## src/sv/sacu_pkg.sv

```systemverilog
// Shared widths, payload types and helpers for the segment/box slab clip unit.
`default_nettype none
package sacu_pkg;

  localparam int CW    = 32;
  localparam int FB    = 16;
  localparam int NW    = CW + 1;
  localparam int RW    = NW + FB;
  localparam int TW    = FB + 2;
  localparam int NCELL = FB + 1;
  localparam int PW    = NW + FB + 2;
  localparam int NLANE = 6;

  localparam logic [FB:0]          Q_ONE  = {1'b1, {FB{1'b0}}};
  localparam logic signed [TW-1:0] T_ZERO = '0;
  localparam logic signed [TW-1:0] T_ONE  = {2'b01, {FB{1'b0}}};
  localparam logic signed [TW-1:0] T_OVER = {2'b01, {(FB-1){1'b0}}, 1'b1};
  localparam logic signed [TW-1:0] T_NEG  = '1;

  typedef struct packed {
    logic signed [CW-1:0] box_min_x;
    logic signed [CW-1:0] box_min_y;
    logic signed [CW-1:0] box_min_z;
    logic signed [CW-1:0] box_max_x;
    logic signed [CW-1:0] box_max_y;
    logic signed [CW-1:0] box_max_z;
    logic signed [CW-1:0] start_x;
    logic signed [CW-1:0] start_y;
    logic signed [CW-1:0] start_z;
    logic signed [CW-1:0] finish_x;
    logic signed [CW-1:0] finish_y;
    logic signed [CW-1:0] finish_z;
  } req_t;

  typedef struct packed {
    logic                 hit;
    logic [FB:0]          fraction;
    logic signed [CW-1:0] intersect_x;
    logic signed [CW-1:0] intersect_y;
    logic signed [CW-1:0] intersect_z;
  } res_t;

  typedef struct packed {
    logic [RW-1:0] rem;
    logic [RW-1:0] den;
    logic [FB:0]   quot;
  } lane_t;

  typedef struct packed {
    logic [2:0][CW-1:0] s;
    logic [2:0][NW-1:0] dir;
    logic [2:0]         dzero;
    logic [2:0]         inslab;
    logic [NLANE-1:0]   nzero;
    logic [NLANE-1:0]   negq;
    logic [NLANE-1:0]   ovf;
  } side_t;

  typedef struct packed {
    lane_t [NLANE-1:0] lanes;
    side_t             side;
  } pipe_t;

  function automatic logic signed [TW-1:0] slab_value(
    input logic nzero, input logic negq, input logic ovf, input logic [FB:0] quot);
    logic signed [TW-1:0] t;
    if (nzero) t = T_ZERO;
    else if (negq) t = T_NEG;
    else if (ovf || quot > Q_ONE) t = T_OVER;
    else t = $signed({1'b0, quot});
    return t;
  endfunction

endpackage
`default_nettype wire

```

## src/sv/sacu_div_cell.sv

```systemverilog
// One restoring division step for all six slab lanes, passing side data along.
`default_nettype none
module sacu_div_cell (
  input  wire logic            clk,
  input  wire logic            rst,
  input  wire logic            en,
  input  wire logic            valid_in,
  input  wire sacu_pkg::pipe_t pipe_in,
  output logic                 valid_out,
  output sacu_pkg::pipe_t      pipe_out
);
  import sacu_pkg::*;

  pipe_t pipe_next;

  always_comb begin
    pipe_next = pipe_in;
    for (int l = 0; l < NLANE; l++) begin
      if (pipe_in.lanes[l].rem >= pipe_in.lanes[l].den) begin
        pipe_next.lanes[l].rem = pipe_in.lanes[l].rem - pipe_in.lanes[l].den;
        pipe_next.lanes[l].quot = {pipe_in.lanes[l].quot[FB-1:0], 1'b1};
      end else begin
        pipe_next.lanes[l].quot = {pipe_in.lanes[l].quot[FB-1:0], 1'b0};
      end
      pipe_next.lanes[l].den = pipe_in.lanes[l].den >> 1;
    end
  end

  always_ff @(posedge clk) begin
    if (rst) begin
      valid_out <= 1'b0;
    end else if (en) begin
      valid_out <= valid_in;
    end
  end

  always_ff @(posedge clk) begin
    if (en) begin
      pipe_out <= pipe_next;
    end
  end

endmodule
`default_nettype wire

```

## config.mk

```make
export PLATFORM = sky130hd
export DESIGN_NAME = sacu_div_cell
export DESIGN_NICKNAME = d
export VERILOG_FILES = /design/src/sv/sacu_pkg.sv /design/src/sv/sacu_div_cell.sv
export SDC_FILE = /design/constraint.sdc
export NUM_CORES = 1
export LEC_CHECK = 0
export ABC_AREA = 1
export BUFFER_PORTS_ARGS = -buffer_cell sky130_fd_sc_hd__buf_2
export CAP_MARGIN = 0
export CORE_AREA = 2 2 702 704
export CTS_CLUSTER_DIAMETER = 60
export DETAILED_ROUTE_END_ITERATION = 10
export DIE_AREA = 0 0 704 706
export PLACE_DENSITY = 0.31
export SLEW_MARGIN = 20
export SYNTH_ARGS = -nofsm -noshare
export SYNTH_HDL_FRONTEND = slang
export SYNTH_SLANG_ARGS = --single-unit
```

## constraint.sdc

```tcl
create_clock -name clk -period 5.7 [get_ports clk]
set_clock_uncertainty 0.1 [all_clocks]
set_input_delay 1.14 -clock clk [delete_from_list [all_inputs] [get_ports clk]]
set_output_delay 1.14 -clock clk [all_outputs]
set_load 0.03 [all_outputs]
```

* After elaboration in Yosys (flattened, before gate mapping) *
Index checks and enable logic that the tools add are counted.

cells by class
  bitwise gates (word level) = 0
  equal/unequal tests = 0
  $add $sub $neg = 6
  div/mod/pow operators = 0
  reduce and logical (&&, ||, !) cells = 0
  muxes and demuxes = 12
  multiply operators = 0
  shift-type cells = 0
  magnitude comparators = 6

operator list
  cell                                count
  49-bit greater-or-equal comparator  6
  49-bit 2-to-1 mux                   6
  49-bit subtractor                   6
  1-bit 2-to-1 mux                    6

storage, ports and cells
  register bits after elaboration = 904
  latch bits = 0
  memory bits (writable) = 0
  memories kept = 0
  bits in read-only memories = 0
  bits of input ports = 913

* Longest topological paths before layout *
  depth in word-level cells = 2
  depth in mapped cells = 16

* Least setup slack after synthesis *
OpenSTA, ideal clock, no wires.

  path kind = in2reg
  from = input port pipe_in[481] in the netlist's numbering
  to = register pipe_out[553] in the netlist's numbering (data pin)
  required time = 5.347 ns
  path slack = 2.737 ns
  setup time = 0.253 ns
  data arrival time = 2.610 ns
  stages on the path = 11
  path through = inv_1 ha_1 nand2_1 nor2_2 nand2_1 nor4_4 nand4_4 buf_4 buf_6 nand4_1 nand2_1

RTL lines
  element               line                 source
  start, declared       sacu_div_cell.sv:8   input wire sacu_pkg::pipe_t pipe_in,
  end signal, assigned  sacu_div_cell.sv:39  pipe_out <= pipe_next;
  end, declared         sacu_div_cell.sv:10  output sacu_pkg::pipe_t pipe_out

==> impl_metrics.env <==
export IMPL_power_frac_seq_pct=32.5
export IMPL_stdcell_count=16595
export IMPL_dp_cells=16217
export IMPL_vias=59344
export IMPL_finalHoldViolCount=0
export IMPL_drc=0
export IMPL_grt_max_degree=108
export IMPL_rows=257
export IMPL_ys_seq_area_share_pct=45.4
export IMPL_path_buf_inv=4
export IMPL_yosysTopAreaCell="edfxtp_1"
export IMPL_arrival_ns=4.35
export IMPL_synth_top_area_share_pct=45.3
export IMPL_grt_setup_unrepaired="false"
export IMPL_antenna_found_initial=269
export IMPL_yosys_warnings=0
export IMPL_synth_area_mux_share_pct=0.0167
export IMPL_worstMarginPinSlew_ns=0.884
export IMPL_synth_adder_area_share_pct=6.35
export IMPL_cts_hold_buf=0
export IMPL_outcome="finished clean"
export IMPL_power_frac_comb_pct=27.1
export IMPL_synth_compound_area_share_pct=1.83
export IMPL_io_pins=1823
export IMPL_synth_simple_area_share_pct=31.8
export IMPL_synth_cell_types=39
export IMPL_insertion_delay_ns=0.84
export IMPL_p_int_uw=16400
export IMPL_cts_max_level=4
export IMPL_synth_async_sr_flop_share_pct=0
export IMPL_cap_viol_max_count=0
export IMPL_die_x_um=704
export IMPL_layout_nets=11124
export IMPL_post_cts_resize_count=0
export IMPL_grt_most_used_layer="met2"
export IMPL_syn_inst=7993
export IMPL_synth_top_family_by_area="simple AND/OR/NAND/NOR gates"
export IMPL_layout_drive_gt1_share_pct=22.9
export IMPL_required_ns=6.27
export IMPL_power_leakage_uw=0.0419
export IMPL_grt_first_pass_wirelength_um=540000
export IMPL_postSynthAreaPerCell_um2=7.48
export IMPL_die_area_mm2=0.497
export IMPL_pre_cts_ws_ns=0.963
export IMPL_drt_iter0_drc=4188
export IMPL_start_kind="input pin"
export IMPL_setup_ws_ns=1.93
export IMPL_synth_xor_area_share_pct=2.20
export IMPL_dr_pass1_iters=7
export IMPL_slew_headroom_pct=41.1
export IMPL_powerDensity_mw_per_mm2=316
export IMPL_cpMostUsedCell="nand2_1"
export IMPL_slew_violations=0
export IMPL_met3_usage_pct=5.64
export IMPL_achievable_frequency_mhz=265
export IMPL_cts_sinks=904
export IMPL_synth_most_common_cell="nand2_1"
export IMPL_setup_tns_ns=0
export IMPL_fin_crit_sh_pct=66.2
export IMPL_endpoint_kind="flop"
export IMPL_hold_class="input pin to flop"
export IMPL_irDropWorstVdd_uv=331
export IMPL_crit_fanout=28
export IMPL_antenna_left=0
export IMPL_synth_seq_cells=904
export IMPL_dieHeight_um=706
export IMPL_p_switching_uw=9680
export IMPL_pwr_share_clk_pct=40.4
export IMPL_grt_use_met2_pct=28.6
export IMPL_min_period_ns=3.77
export IMPL_finalSetupViolations=0
export IMPL_cts_setup_buffers=0
export IMPL_gp_congestion=0.911
export IMPL_synth_edf_count=903
export IMPL_via_per_inst=3.58
export IMPL_wl_um=417000
export IMPL_root_buffer="clkbuf_16"
export IMPL_numCtsBuffers=167
export IMPL_synthTopCellsByCount="nand2_1 (3247), inv_1 (1696), edfxtp_1 (903)"
export IMPL_cts_max_path_buffers=4
export IMPL_dp_hpwl_um=368000
export IMPL_clkTransAtPathRegs_ns=0.06
export IMPL_initial_core_util_pct=12.2
export IMPL_hold_ws_ns=0.344
export IMPL_wl_per_cell_um=25.1
export IMPL_fp_coreArea_mm2=0.489
export IMPL_critPathSlowestCell="nand3_2"
export IMPL_cp_cell_sequence="buf_2 > inv_1 > ha_1 > nand2_1 > nor2_1 > nand2_1 > inv_1 > nand2_1 > nand2_2 > nand3_4 > nand3_2 > buf_4 > nand2_1 > nand2_1"
export IMPL_critPathMaxStageDelay_ns=0.69
export IMPL_area_delta_synth_final_pct=38.2
export IMPL_grt_use_met1_pct=18.4
export IMPL_grt_total_usage_pct=16.1
export IMPL_grt_ovfl_total=0
export IMPL_syn_cell_area_mm2=0.0598
export IMPL_ys_flop_type="edfxtp_1"
export IMPL_critPathTopFamily="simple AND/OR/NAND/NOR gates"
export IMPL_swShare_pct=37.1
export IMPL_grt_pass1_vias=57895
export IMPL_path_class="input pin to flop"
export IMPL_cts_tree="yes"
export IMPL_synth_area_leaders="edfxtp_1 (45%), nand2_1 (20%), inv_1 (11%)"
export IMPL_port_buffers=1810
[power by group through the flow]
stage                     registers (uW)  logic [uW]  clock network (uW)
after floorplan                     9820        2570                   0
after global placement              8640        7250                   0
after detailed placement            8640        7210                   0
after CTS                           8520        7230               11000
after global routing                8550        7650               11200
final                               8480        7060               10600
[sequential cells by signal, summed over array words and instances (netlist names)]
name,count
pipe_out,903
valid_out,1
[path summary, 6_finish.rpt]
check,slack [ns],start,endpoint,depth (start not counted)
setup reg to reg,5.01,valid_out$_SDFFE_PP0P_,valid_out$_SDFFE_PP0P_,2
setup / recovery,1.93,pipe_in[820],pipe_out[861]$_DFFE_PP_,14
hold / removal,0.34,pipe_in[138],pipe_out[138]$_DFFE_PP_,1
hold reg to reg,0.40,valid_out$_SDFFE_PP0P_,valid_out$_SDFFE_PP0P_,2
[layer usage]
layer | vias to the layer above | routed length [um]
met5 | - | 947
met4 | 154 | 12000
met3 | 645 | 36200
met2 | 2006 | 205000
met1 | 27637 | 163000
li1 | 28902 | -
[logic make-up after synthesis]
logic type / after synthesis
AO/OA/AOI/OAI: 203
XOR/XNOR: 150
adder cells (fa/ha/maj): 300
buffers and inverters: 1876
flip-flops: 904
multiplexers: 1
other: 1
AND/OR/NAND/NOR: 4558
[worst register-to-register path, cell delays in order, from the launching register on]
cell,delay (ns)
dfxtp_1,0.30
mux2i_1,0.13
nor2_1,0.05
[per-stage QoR]
stage / util, % / total power, uW / area (um^2)
after floorplan: - / 12400 / 59800
after global placement: 15.7 / 15900 / 76800
after detailed placement: 15.7 / 15800 / 76800
after CTS: 16.9 / 26700 / 82500
after global routing: 16.9 / 27400 / 82500
final: 16.9 / 26100 / 82700
[layout by cell type (no fill, tap or decap), types with 6 or more instances in the layout]
cell type,count
buf_2,1809
nand2_2,11
nor3_1,17
nand3_2,14
clkbuf_1,14
clkinv_2,16
nand4_4,6
nor2_4,6
fa_1,6
buf_12,9
nor2_1,528
inv_2,49
ha_1,294
conb_1,6
clkbuf_16,169
buf_4,51
o21bai_1,18
nor4_1,12
clkinv_1,17
nand4_1,365
and3_1,6
or2_2,6
xor2_1,144
inv_1,1696
diode_2,78
inv_6,22
bufinv_16,22
nor2_2,39
nor4_4,6
xnor2_1,6
edfxtp_1,903
nand2_1,3247
clkinv_4,15
clkinvlp_4,17
a21oi_4,6
nand3_1,271
and2_1,14
a21oi_1,178
[area by class of cell]
class | count | area, um^2
tap | 6475 | 8100
fill | 56479 | 406000
timing repair buffer | 1870 | 9630
clock buffer | 184 | 4300
inverter | 1750 | 6570
multi-input combinational | 5218 | 25300
sequential | 904 | 27100
antenna | 78 | 195
clock inverter | 116 | 1430
No activity file was read; power rests on OpenSTA's default activity.
